<file path="config.mk">
export PLATFORM = sky130hd
export DESIGN_NAME = ddm_state
export DESIGN_NICKNAME = d
export VERILOG_FILES = /design/src/rtl/ddm_pkg.sv /design/src/rtl/ddm_state.sv
export SDC_FILE = /design/constraint.sdc
export NUM_CORES = 1
export LEC_CHECK = 0
export BUFFER_PORTS_ARGS = -buffer_cell sky130_fd_sc_hd__buf_2
export CORE_MARGIN = 3
export CORE_UTILIZATION = 49
export DETAILED_ROUTE_END_ITERATION = 6
export PLACE_DENSITY = 0.77
export SLEW_MARGIN = 20
export SYNTH_ARGS = -nofsm -noshare
export SYNTH_HDL_FRONTEND = slang
export SYNTH_SLANG_ARGS = --single-unit
</file>
<file path="constraint.sdc">
create_clock -name clk -period 7.1 [get_ports clk]
set_clock_uncertainty 0.2 [all_clocks]
set_input_delay 1.42 -clock clk [delete_from_list [all_inputs] [get_ports clk]]
set_output_delay 1.42 -clock clk [all_outputs]
set_load 0.03 [all_outputs]
</file>
<file path="src/rtl/ddm_pkg.sv">
// ---------------------------------------------------------------------------
// Differential drive motor and servo package
// Codes, widths, register layout, state types and servo scaling tables.
// ---------------------------------------------------------------------------
package ddm_pkg;

	localparam int SPEED_W     = 14;
	localparam int ELAPSED_W   = 17;
	localparam int ANGLE_W     = 8;
	localparam int ANGLE_MAX   = 180;
	localparam int RECIP_SHIFT = 24;
	localparam int RECIP_W     = 25;
	localparam int ADDR_W      = 4;

	typedef logic [1:0] cmd_code_t;
	localparam cmd_code_t CMD_VELOCITY = 2'd0;
	localparam cmd_code_t CMD_ANGLE    = 2'd1;
	localparam cmd_code_t CMD_TICK     = 2'd2;

	typedef logic [1:0] dir_t;
	localparam dir_t DIR_STOP = 2'd0;
	localparam dir_t DIR_FWD  = 2'd1;
	localparam dir_t DIR_REV  = 2'd2;

	typedef logic [1:0] reg_idx_t;
	localparam reg_idx_t REG_TIMEOUT    = 2'd0;
	localparam reg_idx_t REG_DEADBAND   = 2'd1;
	localparam reg_idx_t REG_SERVO_LOW  = 2'd2;
	localparam reg_idx_t REG_SERVO_HIGH = 2'd3;

	localparam logic [15:0] TIMEOUT_RST    = 16'd500;
	localparam logic [12:0] DEADBAND_RST   = 13'd40;
	localparam logic [15:0] SERVO_LOW_RST  = 16'd3277;
	localparam logic [15:0] SERVO_HIGH_RST = 16'd6554;
	localparam logic [ANGLE_W-1:0] ANGLE_RST = 8'd90;

	typedef struct packed {
		logic [15:0] wd_timeout;
		logic [12:0] deadband;
		logic [15:0] servo_duty_low;
		logic [15:0] servo_duty_high;
	} cfg_t;

	typedef struct packed {
		logic signed [SPEED_W-1:0] left_speed;
		logic signed [SPEED_W-1:0] right_speed;
		logic [ANGLE_W-1:0]        angle_deg;
		logic [ELAPSED_W-1:0]      elapsed_ms;
		logic                      watchdog_armed;
	} ddm_state_t;

	typedef logic [RECIP_W-1:0] recip_tab_t [0:ANGLE_MAX];

	// Scaled reciprocal angle/180 in units of 2^-24, rounded down or up.
	function automatic recip_tab_t make_recip(input logic round_up);
		recip_tab_t t;
		longint unsigned num;
		for (int i = 0; i <= ANGLE_MAX; i++) begin
			num = longint'(i) << RECIP_SHIFT;
			if (round_up) begin
				num = num + longint'(ANGLE_MAX - 1);
			end
			t[i] = RECIP_W'(num / ANGLE_MAX);
		end
		return t;
	endfunction

	localparam recip_tab_t RECIP_FLOOR = make_recip(1'b0);
	localparam recip_tab_t RECIP_CEIL  = make_recip(1'b1);

endpackage

</file>
<file path="src/rtl/ddm_state.sv">
// ---------------------------------------------------------------------------
// Mixer and watchdog state
// Applies one command to the stored speeds, servo angle and watchdog, and
// presents the state that follows it.
// ---------------------------------------------------------------------------
module ddm_state (
	input  logic                clk,
	input  logic                arst_n,
	input  logic                adv,
	input  logic [1:0]          command,
	input  logic signed [15:0]  linear_rate,
	input  logic signed [15:0]  turn_rate,
	input  logic signed [15:0]  servo_target,
	input  ddm_pkg::cfg_t       cfg,
	output ddm_pkg::ddm_state_t state_nx,
	output logic                braking
);

	localparam logic signed [16:0] SPEED_HI = 17'sd4096;
	localparam logic signed [16:0] SPEED_LO = -17'sd4096;
	localparam logic [ddm_pkg::ELAPSED_W-1:0] ELAPSED_SAT = '1;

	ddm_pkg::ddm_state_t state_q;
	logic signed [16:0]  left_sum;
	logic signed [16:0]  right_sum;

	function automatic logic signed [ddm_pkg::SPEED_W-1:0] sat_speed(
		input logic signed [16:0] v
	);
		logic signed [ddm_pkg::SPEED_W-1:0] r;
		if (v > SPEED_HI) begin
			r = ddm_pkg::SPEED_W'(SPEED_HI);
		end else if (v < SPEED_LO) begin
			r = ddm_pkg::SPEED_W'(SPEED_LO);
		end else begin
			r = ddm_pkg::SPEED_W'(v);
		end
		return r;
	endfunction

	assign left_sum  = {linear_rate[15], linear_rate} - {turn_rate[15], turn_rate};
	assign right_sum = {linear_rate[15], linear_rate} + {turn_rate[15], turn_rate};

	always_comb begin
		state_nx = state_q;
		braking  = 1'b0;
		unique case (command)
			ddm_pkg::CMD_VELOCITY: begin
				state_nx.left_speed     = sat_speed(left_sum);
				state_nx.right_speed    = sat_speed(right_sum);
				state_nx.watchdog_armed = 1'b1;
				state_nx.elapsed_ms     = '0;
			end
			ddm_pkg::CMD_ANGLE: begin
				if (servo_target[15]) begin
					state_nx.angle_deg = '0;
				end else if (servo_target > 16'sd180) begin
					state_nx.angle_deg = ddm_pkg::ANGLE_W'(ddm_pkg::ANGLE_MAX);
				end else begin
					state_nx.angle_deg = servo_target[ddm_pkg::ANGLE_W-1:0];
				end
			end
			ddm_pkg::CMD_TICK: begin
				if (state_q.elapsed_ms != ELAPSED_SAT) begin
					state_nx.elapsed_ms = state_q.elapsed_ms + 1'b1;
				end
			end
			default: begin
			end
		endcase
		if (state_nx.watchdog_armed && (state_nx.elapsed_ms > {1'b0, cfg.wd_timeout})) begin
			braking              = 1'b1;
			state_nx.left_speed  = '0;
			state_nx.right_speed = '0;
		end
	end

	always_ff @(posedge clk or negedge arst_n) begin
		if (!arst_n) begin
			state_q.left_speed     <= '0;
			state_q.right_speed    <= '0;
			state_q.angle_deg      <= ddm_pkg::ANGLE_RST;
			state_q.elapsed_ms     <= '0;
			state_q.watchdog_armed <= 1'b0;
		end else if (adv) begin
			state_q <= state_nx;
		end
	end

endmodule

</file>
* After elaboration in Yosys (flattened, before gate mapping)
Index checks and enable logic that the tools add are counted.
Word-level totals: bits of input ports 114, output and inout bits 55, register bits after elaboration 54
Cells by class: add/sub/neg operators 3, magnitude comparators 6, reductions and logical operators 2, eq/ne operators 3, mux-type cells 13
Operators with widths (number):
- two-way mux 14 bit | 4
- two-way mux 28 bit | 2
- greater-than comparator 17 x 14 -> 1 bit, second input constant | 2
- less-than comparator 17 x 13 -> 1 bit, second input constant | 2
- one-hot mux 17 bit (2 select lines) | 1
- two-way mux 8 bit | 3
- adder 16 x 16 -> 17 bit | 1
- adder 17 x 1 -> 17 bit, second input constant | 1
- greater-than comparator 17 x 16 -> 1 bit | 1
- two-way mux 17 bit | 1
- != test 17 bit, second input constant | 1
- subtractor 16 x 16 -> 17 bit | 1
- greater-than comparator 16 x 9 -> 1 bit, second input constant | 1
- equality test 2 x 1 -> 1 bit, second input constant | 1
- equality test 2 bit, second input constant | 1
- zero test 2 bit | 1
- two-way mux 1 bit | 2
- logical AND 1 bit | 1

* Longest topological paths before layout
word-level depth 6, depth in mapped cells 20, gate-level depth less buffers 17

* Worst setup path before layout
Ideal clock, no wire load.
path kind input to output, from input command[0], to output state_nx[31] in the netlist's numbering, arrival 5457 ps, path buffers 3, stages on the path 17, slack 23 ps, path through a41oi_1 and3_1 clkbuf_1 nand3_1 xor2_1 nor2_1 ha_1 a21oi_1 nor2b_1 o21ai_0 o311a_1 a21oi_1 nor2_1 clkbuf_1 clkbuf_1 nand2_1 o21ai_0
RTL lines:
- start, declared | line ddm_state.sv:10 | input logic [1:0] command,
- end, declared | line ddm_state.sv:15 | output ddm_pkg::ddm_state_t state_nx,

==> metrics.txt <==
max-cap violations=0; WP data arrival=5.03 ns; Max Transition Viols Final=0; final hold violation count=0; Slew @ Worst Pin=0.7962 ns; Nets=1,022; share of cells above drive strength 1=22.96%; Final Critical Period=6.649 ns; hold_buf cts=0; max FFs per register=54; Synth Cell Area=0.006021 mm2; Top Ports=169; Lkg Pwr=3.384 nW; die height=116.9 um; M1 WL=7.092 mm; met3 wire len=928 um; Iteration-0 DRC Markers=406; CTS root buf=clkbuf_16; cts repair resizes=0; cell taking the most area after synthesis=dfrtp_1; Syn Inst Count=756; crit-path max FO=7; clock buffer count from CTS=5; Die Span X=116.9 um; most common cell in the netlist=nand2_1; Power Total=1.143 mW; FF-to-FF setup slack=2.77 ns; status=finished, final reports clean; fmax=150.4 MHz; RSZ-0062 raised after global routing=false; Ys Warns=0; Area growth syn-to-layout=13.82%; Mapped Avg Cell Area=7.964 um2; EDFF count, synth=0; antenna fix cells=0; Setup WS post-layout=0.4515 ns; largest net degree at the start of global routing=55; Vias per Instance=6.115; Clock Tree Buf Depth=2; final setup fails=0; vias in the first global route=5,513; Startpoint Class=input port; worst rel slew slack=45.55%; Area contributors post-synth=dfrtp_1, ha_1, a32oi_1; Final period util=93.64%; hold slack=0.2936 ns; CTS tree=yes; TritonRoute pass-1 iters=5; initial antenna violation count=0; postcts setup bufs=0; CTS sink cnt=54; worst reg2reg startpoint=state_q[12]; post-synth top area share=20.78%; worst setup path category=input port to output port; DRC errors left=0; final HPWL from detailed placement=11.96 mm; endpoint class of the critical path=output port; Routed WL=15.84 mm; final instance area=0.006853 mm2; DR WL/cell=15.83 um; Placement Cell Area=0.006696 mm2; post-synth cell types=80; Rows=39; Seq cells post-synth=54; Primary FF master, synth=dfrtp_1; global-route wire length before repair=26.06 mm; GPL Wtd Cong=0.8585; peak supply drop=0.1236 mV; PD cells=166.8 mW/mm2; I/O Buffers=123; clock-pin slew on the worst setup and hold paths=0.07 ns; core area=0.01171 mm2; gr usage total=23.02%; Setup crit start=linear_rate[0]; Final ANT Viol Nets=0; Hold Crit Start=state_q[38]; worst min path class=flop to flop; WP data required=5.48 ns; Setup TNS Final=0 ns; Initial Util=51.41%; Top reg by flops=state_q; post-synthesis async set-or-reset flop share=100.0%; grt ovf=0; routed vias=6,121; top cells by count, synth=nand2_1, nor2_1, inv_1; post-synthesis sequential area ratio=22.53%; die area=0.01365 mm2; max layer used=met4; Worst-Skew Late Latency=0.30 ns; H-tree levels=2; Syn Nets=921; Largest regs=state_q (54); pre-CTS setup slack=0.5181 ns; routed wl met2=7.466 mm
-- where the power goes --
part	switching [mW]	internal (mW)
clock network	0.118	0.142
registers	0.0229	0.343
logic	0.332	0.185
total	0.473	0.670
-- placed cells by master (no fill, tap or decap), types with 12 or more instances in the layout --
cell type and count:
ha_1 49, nand4_1 29, buf_2 123, dfrtp_1 50
xnor2_1 18, a21oi_1 32, inv_1 51, nor2_1 57
o31ai_1 16, a32oi_1 45, a21o_1 14, buf_4 19
mux2_2 14, xor2_1 15, and3_1 12, nand3_1 16
o21ai_0 41, nand2_1 88
-- logic make-up after synthesis --
family / after synthesis / synth area share, %
mux: 15 / 2.785
buf+inv: 100 / 8.084
simple gates: 278 / 23.17
flops: 54 / 22.53
fa+ha+maj: 51 / 10.85
compound gates: 225 / 27.78
xor+xnor: 33 / 4.801
-- layer usage --
layer,vias to the layer above,GRT usage [%]
met5,-,0
met4,0,6.422
met3,25,2.365
met2,218,38.41
met1,2850,31.81
li1,3028,-
-- critical path: stages --
cell and delay (ns):
buf_2 0.11, inv_1 0.05, ha_1 0.18, inv_1 0.06, fa_1 0.40, a21o_2 0.23, a221oi_2 0.45, o31ai_4 0.19
xnor2_1 0.29, or4_4 0.55, o41ai_4 0.46, buf_4 0.23, nand4_1 0.10, nand2_1 0.10, buf_2 0.20
-- final cells by class --
cell class | instances | area, um2
clock buffers | 6 | 138.9
well taps | 143 | 178.9
clock inverters | 2 | 17.52
fillers | 1094 | 4858
repair buffers | 142 | 758.2
flip-flops and latches | 54 | 1356
inverters | 52 | 195.2
multi-input cells | 602 | 4208
-- per-stage QoR --
step / instances / util [%]
after CTS: 1001 / 58.51
final: 1001 / 58.51
after detailed placement: 993 / 57.18
after global placement: 993 / 57.18
after floorplan: 756 / -
after global routing: 1001 / 58.51
-- worst paths after layout --
kind                                      to  depth (start not counted)
worst max-delay path            state_nx[47]                         15
worst min-delay path             state_q[38]                          1
worst max register to register   state_q[39]                         18
worst min register to register   state_q[38]                          1
max in group asynchronous        state_q[15]                          2
min in group asynchronous        state_q[41]                          2
Power figures use the tool's default switching activity.
