==> src/rtl/ddm_pkg.sv <==
// ---------------------------------------------------------------------------
// Differential drive motor and servo package
// Codes, widths, register layout, state types and servo scaling tables.
// ---------------------------------------------------------------------------
package ddm_pkg;

	localparam int SPEED_W     = 14;
	localparam int ELAPSED_W   = 17;
	localparam int ANGLE_W     = 8;
	localparam int ANGLE_MAX   = 180;
	localparam int RECIP_SHIFT = 24;
	localparam int RECIP_W     = 25;
	localparam int ADDR_W      = 4;

	typedef logic [1:0] cmd_code_t;
	localparam cmd_code_t CMD_VELOCITY = 2'd0;
	localparam cmd_code_t CMD_ANGLE    = 2'd1;
	localparam cmd_code_t CMD_TICK     = 2'd2;

	typedef logic [1:0] dir_t;
	localparam dir_t DIR_STOP = 2'd0;
	localparam dir_t DIR_FWD  = 2'd1;
	localparam dir_t DIR_REV  = 2'd2;

	typedef logic [1:0] reg_idx_t;
	localparam reg_idx_t REG_TIMEOUT    = 2'd0;
	localparam reg_idx_t REG_DEADBAND   = 2'd1;
	localparam reg_idx_t REG_SERVO_LOW  = 2'd2;
	localparam reg_idx_t REG_SERVO_HIGH = 2'd3;

	localparam logic [15:0] TIMEOUT_RST    = 16'd500;
	localparam logic [12:0] DEADBAND_RST   = 13'd40;
	localparam logic [15:0] SERVO_LOW_RST  = 16'd3277;
	localparam logic [15:0] SERVO_HIGH_RST = 16'd6554;
	localparam logic [ANGLE_W-1:0] ANGLE_RST = 8'd90;

	typedef struct packed {
		logic [15:0] wd_timeout;
		logic [12:0] deadband;
		logic [15:0] servo_duty_low;
		logic [15:0] servo_duty_high;
	} cfg_t;

	typedef struct packed {
		logic signed [SPEED_W-1:0] left_speed;
		logic signed [SPEED_W-1:0] right_speed;
		logic [ANGLE_W-1:0]        angle_deg;
		logic [ELAPSED_W-1:0]      elapsed_ms;
		logic                      watchdog_armed;
	} ddm_state_t;

	typedef logic [RECIP_W-1:0] recip_tab_t [0:ANGLE_MAX];

	// Scaled reciprocal angle/180 in units of 2^-24, rounded down or up.
	function automatic recip_tab_t make_recip(input logic round_up);
		recip_tab_t t;
		longint unsigned num;
		for (int i = 0; i <= ANGLE_MAX; i++) begin
			num = longint'(i) << RECIP_SHIFT;
			if (round_up) begin
				num = num + longint'(ANGLE_MAX - 1);
			end
			t[i] = RECIP_W'(num / ANGLE_MAX);
		end
		return t;
	endfunction

	localparam recip_tab_t RECIP_FLOOR = make_recip(1'b0);
	localparam recip_tab_t RECIP_CEIL  = make_recip(1'b1);

endpackage

==> src/rtl/ddm_bridge.sv <==
// ---------------------------------------------------------------------------
// H-bridge drive
// Turns a Q2.12 speed into a direction code and an 8-bit enable duty.
// ---------------------------------------------------------------------------
module ddm_bridge (
	input  logic signed [ddm_pkg::SPEED_W-1:0] speed,
	input  logic [12:0]                        deadband,
	output logic [1:0]                         dir,
	output logic [7:0]                         duty
);

	logic signed [14:0] s;
	logic signed [14:0] lim;
	logic [12:0]        mag;
	logic [20:0]        scaled;

	assign s      = {speed[ddm_pkg::SPEED_W-1], speed};
	assign lim    = $signed({2'b00, deadband});
	assign mag    = speed[ddm_pkg::SPEED_W-1] ? 13'(-s) : s[12:0];
	assign scaled = {mag, 8'd0} - {8'd0, mag};

	always_comb begin
		if (s > lim) begin
			dir  = ddm_pkg::DIR_FWD;
			duty = scaled[19:12];
		end else if (s < -lim) begin
			dir  = ddm_pkg::DIR_REV;
			duty = scaled[19:12];
		end else begin
			dir  = ddm_pkg::DIR_STOP;
			duty = 8'd0;
		end
	end

endmodule

==> config.mk <==
export PLATFORM = sky130hd
export DESIGN_NAME = ddm_bridge
export DESIGN_NICKNAME = d
export VERILOG_FILES = /design/src/rtl/ddm_pkg.sv /design/src/rtl/ddm_bridge.sv
export SDC_FILE = /design/constraint.sdc
export NUM_CORES = 1
export LEC_CHECK = 0
export BUFFER_PORTS_ARGS = -buffer_cell sky130_fd_sc_hd__buf_2
export CAP_MARGIN = 20
export CORE_MARGIN = 2
export CORE_UTILIZATION = 50
export DETAILED_ROUTE_END_ITERATION = 7
export PLACE_DENSITY_LB_ADDON = 0.15
export SLEW_MARGIN = 10
export SYNTH_ARGS = -nofsm -noshare
export SYNTH_HDL_FRONTEND = slang
export SYNTH_SLANG_ARGS = --single-unit
==> constraint.sdc <==
create_clock -name vclk -period 3.4
set_clock_uncertainty 0.15 [all_clocks]
set_input_delay 0.17 -clock vclk [all_inputs]
set_output_delay 0.17 -clock vclk [all_outputs]
set_load 0.1 [all_outputs]
# After elaboration in Yosys (flattened, before gate mapping)
# Index checks and enable logic that the tools add are counted.
# totals
regBits,0
latch_bits,0
ramBits,0
romBits,0
memories,0
# classes
n_addsub,3
n_mul,0
div_mod_pow,0
n_lt_le_gt_ge,2
eq_ne,0
n_shift,0
mux,5
bitwise_logic,0
reduce_logical,0
# op_table
cell,count
$sub A20 B13 Y20,1
$mux W8,2
$lt A14 B15 Y1,1
$neg A13 Y15,1
$gt A14 B14 Y1,1
$mux W13,1
$neg A13 Y13,1
$mux W2,2

# Depth between registers and ports, before layout
# Gate-level depths: netlist of run 1.
# depth
depth_word,5
mapped_depth,14
mapped_depth_nobuf,14

# Least setup slack after synthesis of run 1
# Ideal clock, no wire load.
# synth_path
kind,input-to-output
startpoint,input port deadband[9]
endpoint,output port duty[5]
t_arrival_ps,4344
required_time_ps,3080
setup_slack_ps,-1264
cell_stages,10
n_path_buf,0
path_cell_list,inv_1 -> ha_1 -> and4_1 -> nand3_1 -> nor3_1 -> or3_1 -> a31o_2 -> inv_1 -> nor2_1 -> nor3_1
# synth_via
elab_chain_cells,4
elab_cells_between_ends,5
# synth_rtl
element,line,rtl
"start, declared",ddm_bridge.sv:7,"input logic [12:0] deadband,"
$neg A13 Y15,ddm_bridge.sv:26,end else if (s < -lim) begin
$lt A14 B15 Y1,ddm_bridge.sv:26,
$mux W8,ddm_bridge.sv:26,
$mux W8 *,ddm_bridge.sv:23,if (s > lim) begin
"end, declared",ddm_bridge.sv:9,output logic [7:0] duty
# Mark *: on every way between the ends. The rest lies on a longest branch, timed or not.

# Worst setup path in the final report of run 1
# layout_path
startpoint,input port speed[5] (netlist name)
endpoint,output port duty[7]
# layout_via
elab_chain_cells,5
elab_cells_between_ends,7
# layout_rtl
element,line,rtl
"start, declared",ddm_bridge.sv:6,"input logic signed [ddm_pkg::SPEED_W-1:0] speed,"
$neg A13 Y13,ddm_bridge.sv:19,assign mag = speed[ddm_pkg::SPEED_W-1] ? 13'(-s) : s[12:0];
$mux W13,ddm_bridge.sv:19,
$sub A20 B13 Y20,ddm_bridge.sv:20,"assign scaled = {mag, 8'd0} - {8'd0, mag};"
$mux W8,ddm_bridge.sv:26,
$mux W8 *,ddm_bridge.sv:23,
# Marked as above.

==> impl_metrics.csv, run 1 <==
group,metric,value,unit
run_status,status,"finished, final reports clean",
timing,hold_viol,0,
synth,synth_area,1850,µm²
floorplan,core,3610,µm²
layout,fin_cells,348,
synth,synth_common_cells,"32 x ha_1, 23 x inv_1, 19 x xnor2_1, 18 x nand2_1, 18 x nor2_1",
layout,drive_above_1_share,0.297,
floorplan,start_util,0.512,
routing,ant_nets,0,
layout,seq_area,0,µm²
synth,synthTopCellsByArea,"ha_1 22%, xnor2_1 9.0%, inv_1 4.7%",
synth,yosysTopAreaCell,"ha_1",
layout,num_antenna_cells,0,
global_routing,grt_max_degree,27,
floorplan,boundaryPins,37,
synth,yosysMostFrequentCell,"ha_1",
worst_setup_path,setup.worst_path.start,"speed[5]",
power,p_per_area,242,nW/µm²
global_routing,grt_pass1_wl,8.78,mm
power,power_leakage,0.00104,µW
layout,fin_nets,361,
worst_setup_path,startpoint_type,"primary input",
power,switchingPower,369,µW
worst_setup_path,crit_end,"duty[7]",
power,comb_power_share,1.000,
power,vdd_ir_drop_max,0.000105,V
routing,drc,0,
timing,rsz0062_at_grt,"no",
timing,slew_headroom,0.652,
worst_setup_path,endpoint_kind,"primary output",
layout,area_delta_synth_final,31.0,%
power,swShare,0.629,
worst_setup_path,crit_slowest_cell,"nor4_4",
synth,yosys_warnings,0,
timing,fmax,311,MHz
global_routing,overflow,0,
routing,drt-vias-per-instance,5.92,
floorplan,die_w,64.8,µm
synth,postSynthAreaPerCell,7.25,µm²
synth,postSynthCellCount,255,
timing,whs,868,ps
worst_setup_path,worstPathArrival,2900,ps
worst_setup_path,cp_data_required_time,3080,ps
clock_tree,cts_hold_buf,0,
power,p_clk_frac,0,
layout,clock_buffers,0,
global_routing,grtUsageTotal,0.259,
synth,syn_nets,314,
routing,drt_iter0_markers,110,
timing,setup_viol,0,
place,hpwl,4.52,mm
floorplan,die_height,64.8,µm
timing,drv_slew,0,
timing,min_period,3220,ps
worst_setup_path,setup.worst_path.class,"primary input to primary output",
power,intPower,218,µW
power,pwr-share-seq,0,
routing,wl,5.41,mm
synth,synthDistinctLibCells,55,
global_routing,grt_antenna_before_repair,0,
timing,worst_pin_slew,518,ps
worst_setup_path,crit_path_max_fanout,7,
place,gp_congestion,0.880,
job,drv_cap,0,
routing,via_count,2059,
layout,seq_cell_count,0,
floorplan,fp-row-count,22,
worst_setup_path,path_cells,"buf_2 > nor4_4 > nand4_1 > o21ai_0 > xor2_1 > ha_1 > a31o_2 > a31oi_2 > o21ai_4 > o31a_1 > nor3_4 > buf_12",
routing,wl_per_cell,15.5,µm
routing,first_pass_iters,4,
floorplan,dieArea,4200,µm²
synth,synth_top_area_frac,0.217,
worst_setup_path,slowest_delay,390,ps
place,placed_cells,346,
timing,tns,0,ps
synth,yosysSeqAreaShare,0,
timing,period_share,0.946,
place,portBuffers,37,
global_routing,grt_pass1_vias,1876,
worst_hold_path,min_path_type,"primary input to primary output",
area by class of cell:
cell class	instances	area [µm²]
Fill cell	324	1180
Inverter	23	90.1
Multi-Input combinational cell	224	1830
Tap cell	48	60.1
Timing Repair Buffer	53	440
worst min-delay path by stage:
stage	start	end	slack, ps	cells after the start
2_1_floorplan	speed[5]	duty[1]	630	3
3_3_place_gp	speed[7]	duty[3]	860	5
3_5_place_dp	speed[7]	duty[3]	860	5
4_1_cts	speed[7]	duty[3]	860	5
5_1_grt	speed[7]	duty[3]	920	5
6_report	speed[7]	duty[3]	870	5
power groups by stage:
stage,combinational [µW],clock (µW),sequential (µW)
after detailed placement,579,0,0
after floorplan,390,0,0
after global routing,626,0,0
after global placement,573,0,0
final,587,0,0
after CTS,581,0,0
worst max-delay path: cells and delay by family:
kind	cells	cell delay [ps]
xor gates and xnor gates	1	250
adders and majority gates	1	300
and+or+nand+nor	3	750
buffers and inverters	2	380
AOI/OAI and AO/OA	5	1020
cells by family (layout without fill, tap and decap cells):
logic type | Yosys count | count (layout) | synth area share
adder cells (fa/ha/maj) | 33 | 33 | 0.222
XOR/XNOR | 28 | 28 | 0.137
buffers and inverters | 31 | 76 | 0.0670
multiplexers | 1 | 1 | 0.00609
AO/OA/AOI/OAI | 65 | 65 | 0.273
AND/OR/NAND/NOR | 97 | 97 | 0.295
timing repair:
item,4_1_cts,5_1_grt
setup endpoints to repair,1,8
pin swaps,0,1
resized for setup,1,7
setup buffers,0,2
through the flow:
stage | total power (µW) | utilization | area [µm²] | worst slack [ps]
floorplan | 390 | - | 1920 | -10.2
global route | 626 | 0.671 | 2420 | 16.3
global placement | 573 | 0.656 | 2370 | 61.8
CTS | 581 | 0.658 | 2370 | 100
finish | 587 | 0.671 | 2420 | 184
detailed placement | 579 | 0.656 | 2370 | -25.3
layer usage:
metal,part of all wire,up-vias,wire (µm),GRT usage
met4,0.016,0,87,0.0372
met2,0.48,39,2610,0.457
met1,0.48,961,2600,0.358
li1,-,1051,-,-
met5,0,-,0,0
met3,0.021,8,112,0.00694
cell usage in the layout (no fill, tap or decap), types with 4 or more instances in the layout:
master / count
inv_1: 22
nand2_1: 18
nand4_1: 8
nor3_1: 9
a21oi_1: 5
buf_2: 28
or3_1: 4
nand3_1: 11
buf_4: 16
a31oi_1: 4
xor2_1: 8
xnor2_1: 18
nor2b_1: 5
nor2_2: 4
o21ai_0: 11
buf_12: 9
nor2_1: 14
o21a_1: 7
ha_1: 31
No activity file was read; power rests on OpenSTA's default activity.
==> run 2, diff against run 1 <==
TNS_END_PERCENT = 5   (was unset)
clock period = 3.69 ns   (was 3.4 ns; I/O delays follow)
==> impl_metrics.csv, run 2 (synthesized netlist as in run 1, its figures left out) <==
group,metric,value,unit
global_routing,grt_pass1_vias,1824,
routing,drt_iter0_markers,79,
floorplan,die_w,64.8,µm
timing,hold_viol,0,
global_routing,grt_pass1_wl,8.47,mm
timing,worst_pin_slew,486,ps
routing,first_pass_iters,4,
routing,drc,0,
floorplan,dieArea,4200,µm²
timing,slew_headroom,0.673,
layout,final_cell_mix,"32 x ha_1, 29 x buf_2, 23 x inv_1, 19 x xnor2_1, 18 x nand2_1",
timing,rsz0062_at_grt,"no",
layout,clock_buffers,0,
global_routing,grtUsageTotal,0.245,
layout,seq_area,0,µm²
timing,fmax,291,MHz
routing,wl_per_cell,14.7,µm
place,hpwl,4.21,mm
routing,ant_nets,0,
layout,nFillCells,346,
routing,wl,4.95,mm
place,portBuffers,37,
floorplan,fp-row-count,22,
worst_setup_path,worstPathArrival,3100,ps
layout,fin_cells,336,
timing,tns,0,ps
timing,setup_viol,0,
job,drv_cap,0,
timing,period_share,0.930,
worst_hold_path,min_path_type,"primary input to primary output",
worst_setup_path,startpoint_type,"primary input",
routing,via_count,1964,
layout,area_delta_synth_final,20.7,%
timing,drv_slew,0,
clock_tree,cts_hold_buf,0,
worst_setup_path,cp_data_required_time,3360,ps
floorplan,core,3610,µm²
layout,drive_above_1_share,0.226,
routing,drt-vias-per-instance,5.85,
global_routing,grt_max_degree,19,
worst_setup_path,endpoint_kind,"primary output",
layout,multi_input_area,1750,µm²
layout,final_core_util,0.618,
power,vdd_ir_drop_max,0.0000753,V
worst_setup_path,crit_path_max_fanout,14,
place,placed_cells,336,
floorplan,boundaryPins,37,
power,power_leakage,0.000975,µW
power,p_per_area,224,nW/µm²
global_routing,grt_antenna_before_repair,0,
floorplan,start_util,0.512,
layout,seq_cell_count,0,
timing,min_period,3430,ps
global_routing,overflow,0,
worst_setup_path,setup.worst_path.class,"primary input to primary output",
place,gp_congestion,0.900,
timing,whs,937,ps
layout,num_antenna_cells,0,
power,total_power,500,µW
layout,mostFrequentLayoutCell,"ha_1",
layout,fin_nets,349,
floorplan,die_height,64.8,µm
run_status,status,"finished, final reports clean",
[run 2: cell types whose count changed in the layout (fill, tap and decap cells not counted), moves of 2 or more]
| cell | delta |
|---|---|
| a21oi_1 | +2 |
| buf_4 | -12 |
| nor2_1 | +3 |
| nor2_2 | -3 |
| nor3_2 | +3 |
| nor3_4 | -3 |
| nor4_1 | +2 |
[run 2: repair_timing]
action	CTS	global route
endpoints found under the setup margin	0	8
buffers inserted	0	0
hold endpoints to repair	0	0
gates resized for setup	0	2
[run 2: where the power goes]
group / internal, µW / switching [µW]
clock network: 0 / 0
logic: 179 / 321
registers: 0 / 0
total: 179 / 321
[run 2: final timing paths]
path	from	to	slack [ps]	cells after the start
worst max-delay path	speed[0]	duty[5]	260	12
worst min-delay path	speed[6]	duty[2]	940	5
[run 2: layout make-up]
class	count	area share
inverters	23	0.0387
multi-input cells	224	0.784
repair buffers	41	0.150
well taps	48	0.0269
[run 2: routing by layer]
layer  share of wire  wire [µm]  track usage
met3           0.045        224      0.00521
met5               0          0            0
met1            0.46       2300        0.347
met4          0.0020         10       0.0133
met2            0.49       2410        0.433
[run 2: worst max-delay path, stage by stage]
cell,delay (ps)
buf_2,130
inv_1,100
ha_1,440
or3b_2,510
a211oi_1,310
a31oi_1,120
nor4b_4,360
a22oi_2,150
o21ai_4,250
nor3_1,80
nor3_2,250
buf_12,210
[run 2: metrics by stage]
step | cell area [µm²] | setup slack, ps
2_1_floorplan | 1860 | -485
3_3_place_gp | 2220 | 283
3_5_place_dp | 2220 | 148
4_1_cts | 2220 | 151
5_1_grt | 2230 | 5.82
6_report | 2230 | 257
