## config.mk

```make
export PLATFORM = sky130hd
export DESIGN_NAME = ddm_cfg
export DESIGN_NICKNAME = d
export VERILOG_FILES = /design/src/rtl/ddm_pkg.sv /design/src/rtl/ddm_cfg.sv
export SDC_FILE = /design/constraint.sdc
export NUM_CORES = 1
export LEC_CHECK = 0
export BUFFER_PORTS_ARGS = -buffer_cell sky130_fd_sc_hd__buf_2
export CORE_AREA = 2 2 72 101
export DETAILED_ROUTE_END_ITERATION = 12
export DIE_AREA = 0 0 74 103
export PLACE_DENSITY = 0.87
export RECOVER_POWER = 100
export SYNTH_ARGS = -nofsm -noshare
export SYNTH_HDL_FRONTEND = slang
export SYNTH_SLANG_ARGS = --single-unit
```

## constraint.sdc

```tcl
create_clock -name clk -period 3.9 [get_ports clk]
set_input_delay 0.585 -clock clk [delete_from_list [all_inputs] [get_ports clk]]
set_output_delay 0.585 -clock clk [all_outputs]
set_load 0.03 [all_outputs]
```

## src/rtl/ddm_pkg.sv

```systemverilog
// ---------------------------------------------------------------------------
// Differential drive motor and servo package
// Codes, widths, register layout, state types and servo scaling tables.
// ---------------------------------------------------------------------------
package ddm_pkg;

	localparam int SPEED_W     = 14;
	localparam int ELAPSED_W   = 17;
	localparam int ANGLE_W     = 8;
	localparam int ANGLE_MAX   = 180;
	localparam int RECIP_SHIFT = 24;
	localparam int RECIP_W     = 25;
	localparam int ADDR_W      = 4;

	typedef logic [1:0] cmd_code_t;
	localparam cmd_code_t CMD_VELOCITY = 2'd0;
	localparam cmd_code_t CMD_ANGLE    = 2'd1;
	localparam cmd_code_t CMD_TICK     = 2'd2;

	typedef logic [1:0] dir_t;
	localparam dir_t DIR_STOP = 2'd0;
	localparam dir_t DIR_FWD  = 2'd1;
	localparam dir_t DIR_REV  = 2'd2;

	typedef logic [1:0] reg_idx_t;
	localparam reg_idx_t REG_TIMEOUT    = 2'd0;
	localparam reg_idx_t REG_DEADBAND   = 2'd1;
	localparam reg_idx_t REG_SERVO_LOW  = 2'd2;
	localparam reg_idx_t REG_SERVO_HIGH = 2'd3;

	localparam logic [15:0] TIMEOUT_RST    = 16'd500;
	localparam logic [12:0] DEADBAND_RST   = 13'd40;
	localparam logic [15:0] SERVO_LOW_RST  = 16'd3277;
	localparam logic [15:0] SERVO_HIGH_RST = 16'd6554;
	localparam logic [ANGLE_W-1:0] ANGLE_RST = 8'd90;

	typedef struct packed {
		logic [15:0] wd_timeout;
		logic [12:0] deadband;
		logic [15:0] servo_duty_low;
		logic [15:0] servo_duty_high;
	} cfg_t;

	typedef struct packed {
		logic signed [SPEED_W-1:0] left_speed;
		logic signed [SPEED_W-1:0] right_speed;
		logic [ANGLE_W-1:0]        angle_deg;
		logic [ELAPSED_W-1:0]      elapsed_ms;
		logic                      watchdog_armed;
	} ddm_state_t;

	typedef logic [RECIP_W-1:0] recip_tab_t [0:ANGLE_MAX];

	// Scaled reciprocal angle/180 in units of 2^-24, rounded down or up.
	function automatic recip_tab_t make_recip(input logic round_up);
		recip_tab_t t;
		longint unsigned num;
		for (int i = 0; i <= ANGLE_MAX; i++) begin
			num = longint'(i) << RECIP_SHIFT;
			if (round_up) begin
				num = num + longint'(ANGLE_MAX - 1);
			end
			t[i] = RECIP_W'(num / ANGLE_MAX);
		end
		return t;
	endfunction

	localparam recip_tab_t RECIP_FLOOR = make_recip(1'b0);
	localparam recip_tab_t RECIP_CEIL  = make_recip(1'b1);

endpackage

```

## src/rtl/ddm_cfg.sv

```systemverilog
// ---------------------------------------------------------------------------
// Configuration registers
// APB register file holding timeout, deadband and servo duty end points.
// ---------------------------------------------------------------------------
module ddm_cfg (
	input  logic                       clk,
	input  logic                       arst_n,
	input  logic                       psel,
	input  logic                       penable,
	input  logic                       pwrite,
	input  logic [ddm_pkg::ADDR_W-1:0] paddr,
	input  logic [31:0]                pwdata,
	output logic [31:0]                prdata,
	output logic                       pready,
	output ddm_pkg::cfg_t              cfg
);

	ddm_pkg::cfg_t      cfg_q;
	ddm_pkg::reg_idx_t  idx;
	logic               wr_en;

	assign idx    = paddr[3:2];
	assign wr_en  = psel && penable && pwrite;
	assign pready = 1'b1;
	assign cfg    = cfg_q;

	always_ff @(posedge clk or negedge arst_n) begin
		if (!arst_n) begin
			cfg_q.wd_timeout      <= ddm_pkg::TIMEOUT_RST;
			cfg_q.deadband        <= ddm_pkg::DEADBAND_RST;
			cfg_q.servo_duty_low  <= ddm_pkg::SERVO_LOW_RST;
			cfg_q.servo_duty_high <= ddm_pkg::SERVO_HIGH_RST;
		end else if (wr_en) begin
			unique case (idx)
				ddm_pkg::REG_TIMEOUT:    cfg_q.wd_timeout      <= pwdata[15:0];
				ddm_pkg::REG_DEADBAND:   cfg_q.deadband        <= pwdata[12:0];
				ddm_pkg::REG_SERVO_LOW:  cfg_q.servo_duty_low  <= pwdata[15:0];
				ddm_pkg::REG_SERVO_HIGH: cfg_q.servo_duty_high <= pwdata[15:0];
			endcase
		end
	end

	always_comb begin
		unique case (idx)
			ddm_pkg::REG_TIMEOUT:    prdata = {16'd0, cfg_q.wd_timeout};
			ddm_pkg::REG_DEADBAND:   prdata = {19'd0, cfg_q.deadband};
			ddm_pkg::REG_SERVO_LOW:  prdata = {16'd0, cfg_q.servo_duty_low};
			ddm_pkg::REG_SERVO_HIGH: prdata = {16'd0, cfg_q.servo_duty_high};
		endcase
	end

endmodule

```

---- Yosys cells after proc, flatten, opt, wreduce, memory -nomap -nowiden ----
Index checks and enable logic that the tools add are counted.
word-level totals
  flip-flop bits (word level) ............. 61
  latch bits .............................. 0
  memory bits (writable) .................. 0
  bits in read-only memories .............. 0
  input port bits ......................... 41
  output and inout bits ................... 94
  memories kept ........................... 0
operators by class
  add/subtract/negate cells ............... 0
  multiply operators ...................... 0
  div/mod/pow operators ................... 0
  magnitude comparators ................... 0
  equal/unequal tests ..................... 3
  shift-type cells ........................ 0
  muxes and demuxes ....................... 1
  bitwise logic cells ..................... 0
  reduce and logical (&&, ||, !) cells .... 7
operators with widths
  cell                number
  $pmux 32 s4         1
  $reduce_and 2->1    4
  $eq 2x2->1 const B  2
  $eq 2x1->1 const B  1
  $logic_and 1x1->1   2
  $logic_not 2->1     1

---- Depth between registers and ports, before layout ----
Gate-level depths: netlist of the first run.
  depth in word-level cells ............... 3
  gate-level depth with buffers ........... 6
  mapped depth without buffers ............ 3

---- Least setup slack after synthesis of the first run ----
No wires, ideal clock.
  path type ............................... input -> output
  start ................................... in paddr[2] in the netlist's numbering
  end ..................................... out prdata[13]
  data arrival time ....................... 1,685 ps
  data required time ...................... 3,315 ps
  slack ................................... 1,630 ps
  stages .................................. 4
  path through ............................ buf_4 buf_2 mux2_2 a22o_1
on the way
  cells in the longest elaborated chain, start to end .. 2
  elaborated cells on any way between the ends .. 5
  classes of those cells .................. eq/ne (3); mux (1); reduce/logical (1)
ends and longest elaborated chain
  item                                      RTL line       RTL
  start, declared                           ddm_cfg.sv:11  input logic [ddm_pkg::ADDR_W-1:0] paddr,
  $eq 2x2->1, or another cell as far along  ddm_cfg.sv:44  unique case (idx)
  $pmux 32 s4 *                             ddm_cfg.sv:44
  end, declared                             ddm_cfg.sv:13  output logic [31:0] prdata,
Every way passes the cells marked *; elsewhere a longest branch is shown, timed or not. The select of a mux whose other input is x is not followed.

---- Worst setup path after layout of the first run ----
  start ................................... in paddr[3] in the netlist's numbering
  end ..................................... reg cfg_q, in the netlist cfg[17]
on the way
  cells in the longest elaborated chain, start to end .. 2
ends and longest elaborated chain
  item                        RTL line       RTL
  $eq 2x2->1                  ddm_cfg.sv:34  unique case (idx)
  $reduce_and 2->1 (no line)  -
  end, declared               ddm_cfg.sv:18  ddm_pkg::cfg_t cfg_q;
Every way passes these cells.
A chain may end at the register's enable or synchronous reset.

==> results of run 1 <==
-- through the flow --
stage	cell area [um2]	worst slack (ns)
after CTS	3620	1.32
after global placement	3410	1.31
after floorplan	3000	1.63
after detailed placement	3410	1.25
after global routing	3460	0.747
final	3460	0.910
-- power by group through the flow --
| stage | Combinational, W | Clock, W | Sequential [W] |
|---|---|---|---|
| after floorplan | 0.000373 | 0 | 0.00123 |
| after global placement | 0.000901 | 0 | 0.000928 |
| after detailed placement | 0.000913 | 0 | 0.000938 |
| after CTS | 0.000915 | 0.000596 | 0.000928 |
| after global routing | 0.000874 | 0.000618 | 0.000954 |
| final | 0.000828 | 0.000577 | 0.000931 |
-- path summary, 6_finish.rpt --
path | end | cells past startpoint
worst max register to register | cfg[43] | 1
worst min register to register | cfg[38] | 1
min in group asynchronous | cfg[9] | 1
max in group asynchronous | cfg[50] | 2
worst max-delay path | cfg[17] | 5
worst min-delay path | cfg[13] | 2
-- synthesized netlist by cell type --
master,count
a22o_1,3
buf_12,1
buf_2,1
buf_4,19
buf_6,5
clkbuf_1,1
conb_1,2
dfrtp_1,39
dfstp_2,22
inv_1,1
mux2_2,51
mux2_4,13
mux4_2,13
nand3_2,1
nand4_4,1
nor2_1,1
nor2_2,1
nor3_2,1
or2_1,1
or3_1,1
-- cell families (layout without fill, tap and decap cells) --
group,after synthesis,after routing,synth area share (%)
multiplexers,77,77,36.1
flip-flops,61,61,52.8
buffers and inverters,28,118,7.86
AND/OR/NAND/NOR,7,7,2.17
AO/OA/AOI/OAI,3,3,0.892
other,2,17,0.255
-- critical path: cells and delay by family --
| family | cells | cell delay, ns |
|---|---|---|
| buffers and inverters | 2 | 1.58 |
| multiplexers | 1 | 0.41 |
| AND/OR/NAND/NOR | 2 | 0.62 |
-- metal layers --
metal,global-route usage (%),part of all wire [%]
met1,21.8,42
met4,7.13,1.6
met3,4.11,6.2
met5,0,0
met2,26.0,50
-- layout make-up --
type | count | area [um2]
Clock buffer | 11 | 151
Clock inverter | 5 | 58.8
Fill cell | 660 | 3340
Inverter | 1 | 3.75
Multi-Input combinational cell | 104 | 1160
Sequential cell | 61 | 1550
Tap cell | 95 | 119
Timing Repair Buffer | 101 | 408
==> results_dict.tcl, run 1 <==
set metrics [dict create \
    avgRoutedWirePerCell_um 16.5 \
    fmax_mhz 334 \
    core-area_um2 6800 \
    numPortBuffers 99 \
    antennaDiodeCount 0 \
    final_util_pct 50.9 \
    clock_latency_ns 0.33 \
    clk_pin_slew_ns 0.07 \
    p_comb_share_pct 35.5 \
    worstSetupStartpoint "paddr[3]" \
    p_total_w 0.00234 \
    peakVddDrop_uv 347 \
    fin_crit_ns 2.99 \
    ff2ff_setup_slack_ns 3.08 \
    final.setup.tns_ns 0 \
    grt_usage_pct 16.6 \
    finalNonFillerCells 378 \
    finalWirelength_um 6250 \
    drc 0 \
    end_kind "flip-flop" \
    p_clk_share_pct 24.7 \
    first_iter_violations 21 \
    hpwl_um 4260 \
    start_util_pct 43.3 \
    intPower_w 0.00140 \
    largest_reg_flops 61 \
    rsz0062_at_grt "no" \
    p_leak_nw 1.44 \
    grt_start_max_net_pins 32 \
    cts_setup_buffers 0 \
    finalSetupViolations 0 \
    dieArea_um2 7620 \
    die_y_um 103 \
    synth_area_leaders "dfrtp_1 33%, dfstp_2 20%, mux2_2 19%, mux4_2 9.9%, mux2_4 6.6%" \
    drive_above_1_share_pct 44.9 \
    worstPathRequired_ns 4.11 \
    syn_avg_cell_area_um2 16.5 \
    grt_antenna_before_repair 0 \
    clockRootBuffer "clkbuf_8" \
    clock_path_buffers 2 \
    drtPass1Iterations 4 \
    ios 135 \
    ys_seq_elements 61 \
    grt_pass1_wl_um 9110 \
    yosysSeqAreaShare_pct 52.8 \
    layout_common_cells "80 x clkbuf_1, 52 x mux2_2, 39 x dfrtp_1" \
    violations "capacitance limit, slew limit" \
    synth.top_cell.area_share_pct 33.1 \
    cts_num_sinks 61 \
    cpMaxStageDelayCell "clkbuf_1" \
    row_count 36 \
    synth_cell_types 20 \
    gp_congestion 0.703 \
    switching_share_pct 40.1 \
    hp-start "pwdata[13]" \
    hp-class "input pin to flip-flop" \
    cts_tree "built" \
    maxSlewHeadroom_pct -6.76 \
    p_switching_w 0.000936 \
    dp_cells 362 \
    worstPathArrival_ns 3.20 \
    whs_ns 0.495 \
    dieWidth_um 74 \
    h-tree-depth 3 \
    hold_viol_final 0 \
    r2r-start "cfg[43]" \
    cpMostUsedCell "clkbuf_1" \
    ant_nets 0 \
    yosys_warnings 0 \
    status "complete, but fails checks" \
    grt.overflow.total 0 \
    vias_per_cell 4.91 \
    worstMarginPinSlew_ns 1.60 \
    vias 1856 \
    grt_pass1_vias 1715 \
    criticalPathCategory "input pin to flip-flop" \
    slew_viol_final 49 \
    cap_violations 2 \
    synth_top_cell_by_area "dfrtp_1" \
    nets 319 \
    cts_made_buffers 9 \
    synthesis.area_um2 2950 \
    path_cells "clkbuf_1 -> nand4_4 -> nor2_1 -> clkbuf_1 -> mux2_2" \
    final_common_cell "clkbuf_1" \
    p_seq_share_pct 39.8 \
    start_kind "input pin" \
    area_delta_synth_final_pct 17.5 \
    cts_hold_buffers 0 \
    crit_path_max_fanout 20 \
    ctsResizeCount 0 \
    fin_crit_sh_pct 76.7 \
    fin_skew_ns 0 \
    power_density_nw_per_um2 675 \
    synthCells 178 \
    max_stage_delay_ns 0.94 \
]
No activity file was read; power rests on OpenSTA's default activity.
==> inputs of run 2 (changes only) <==
--- a/config.mk
+++ b/config.mk
@@ -6,10 +6,10 @@
 export NUM_CORES = 1
 export LEC_CHECK = 0
 export BUFFER_PORTS_ARGS = -buffer_cell sky130_fd_sc_hd__buf_2
-export CORE_AREA = 2 2 72 101
+export CORE_AREA = 2 2 74 105
 export DETAILED_ROUTE_END_ITERATION = 12
-export DIE_AREA = 0 0 74 103
-export PLACE_DENSITY = 0.87
+export DIE_AREA = 0 0 76 107
+export PLACE_DENSITY = 0.85
 export RECOVER_POWER = 100
 export SYNTH_ARGS = -nofsm -noshare
 export SYNTH_HDL_FRONTEND = slang
==> constraint.sdc (replaced) <==
create_clock -name clk -period 2.6 [get_ports clk]
set_input_delay 0.39 -clock clk [delete_from_list [all_inputs] [get_ports clk]]
set_output_delay 0.39 -clock clk [all_outputs]
set_load 0.03 [all_outputs]
==> results_dict.tcl, run 2 (synthesis gave the netlist of run 1 again) <==
set metrics [dict create \
    status "complete, but fails checks" \
    violations "capacitance limit, slew limit" \
    rsz0062_at_grt "no" \
    clock_path_buffers 2 \
    start_util_pct 41.0 \
    grt_start_max_net_pins 33 \
    grt_util_met2_pct 28.1 \
    fin_area_um2 3480 \
    criticalPathCategory "input pin to primary output" \
    cts_num_sinks 61 \
    avgRoutedWirePerCell_um 16.7 \
    multi_input_area_um2 1150 \
    p_total_w 0.00351 \
    drc 0 \
    numPortBuffers 99 \
    vias 1896 \
    clockRootBuffer "clkbuf_8" \
    start_kind "input pin" \
    area_delta_synth_final_pct 18.1 \
    cap_violations 1 \
    h-tree-depth 3 \
    met1_usage_pct 20.3 \
    core-area_um2 7180 \
    fin_crit_ns 2.26 \
    cts_hold_buffers 0 \
    drive_above_1_share_pct 42.6 \
    hpwl_um 4620 \
    grt_pass1_wl_um 10400 \
    worstPathRequired_ns 2.21 \
    power_density_nw_per_um2 1010 \
    vias_per_cell 4.91 \
    top_usage_layer "met2" \
    hold_viol_final 0 \
    hp-start "pwdata[13]" \
    r2r-start "cfg[42]" \
    ff_latch_area_um2 1550 \
    clk_pin_slew_ns 0.06 \
    grt_pass1_vias 1917 \
    worstMarginPinSlew_ns 1.66 \
    row_count 37 \
    p_leak_nw 1.46 \
    fin_crit_sh_pct 86.9 \
    ios 135 \
    drtPass1Iterations 4 \
    finalWirelength_um 6460 \
    fmax_mhz 443 \
    first_iter_violations 101 \
    grt.overflow.total 0 \
    antennaDiodeCount 0 \
    crit_path_max_fanout 17 \
    dieWidth_um 76 \
    cts_tree "built" \
    nets 325 \
    use_met3_pct 5.56 \
    worstSetupStartpoint "paddr[2]" \
    final.setup.tns_ns 0 \
    fillers 679 \
    gp_congestion 0.687 \
    worstPathArrival_ns 1.87 \
    largest_reg_flops 61 \
    grt_usage_pct 16.8 \
    ctsResizeCount 0 \
    dpl_cell_area_um2 3480 \
    layout_common_cells "87 x clkbuf_1, 50 x mux2_2, 39 x dfrtp_1" \
    clock_latency_ns 0.32 \
    maxSlewHeadroom_pct -10.8 \
    fin_skew_ns 0 \
    cts_setup_buffers 0 \
    peakVddDrop_uv 495 \
    hp-class "input pin to flip-flop" \
    finalSetupViolations 0 \
    final_common_cell "clkbuf_1" \
    dieArea_um2 8130 \
    die_y_um 107 \
    ant_nets 0 \
    end_kind "primary output" \
    cts_made_buffers 9 \
    slew_viol_final 30 \
    grt_antenna_before_repair 1 \
]
==> run 2: power breakdown <==
group	internal, W	total, W	switching [W]
logic	0.000381	0.00125	0.000867
registers	0.00123	0.00140	0.000166
clock network	0.000523	0.000861	0.000337
==> run 2: metal layers <==
layer / up-vias / part of all wire [%]
met5: - / 0.20
li1: 827 / -
met1: 975 / 40
met4: 2 / 1.7
met2: 78 / 51
met3: 14 / 6.4
==> run 2: critical path, stage by stage <==
cell      delay (ns)
buf_2           0.45
clkbuf_1        0.26
mux2_2          0.36
a22o_1          0.19
clkbuf_1        0.21
==> run 2: area by class of cell <==
class                           instances  area share [%]
Tap cell                               97            3.49
Inverter                                1           0.108
Multi-Input combinational cell        104            33.0
Sequential cell                        61            44.7
Clock buffer                           15            5.07
Timing Repair Buffer                  107            12.8
Clock inverter                          1           0.863
==> run 2: path summary, 6_finish.rpt <==
path,depth (start not counted),endpoint,slack [ns]
min in group asynchronous,1,cfg[5],0.48
max,5,prdata[13],0.34
max in group asynchronous,1,cfg[45],1.15
min,2,cfg[13],0.31
max reg2reg,1,cfg[42],1.78
min reg2reg,1,cfg[14],0.53
==> run 2: per-stage QoR <==
stage | hold WS, ns | utilization [%] | setup WS, ns | std cells
2_1_floorplan | 0.0944 | - | 0.720 | 193
3_3_place_gp | 0.460 | 48.5 | 0.402 | 370
3_5_place_dp | 0.462 | 48.5 | 0.367 | 370
4_1_cts | 0.0970 | 51.4 | 0.391 | 386
5_1_grt | 0.314 | 48.5 | 0.205 | 386
6_report | 0.313 | 48.5 | 0.341 | 386
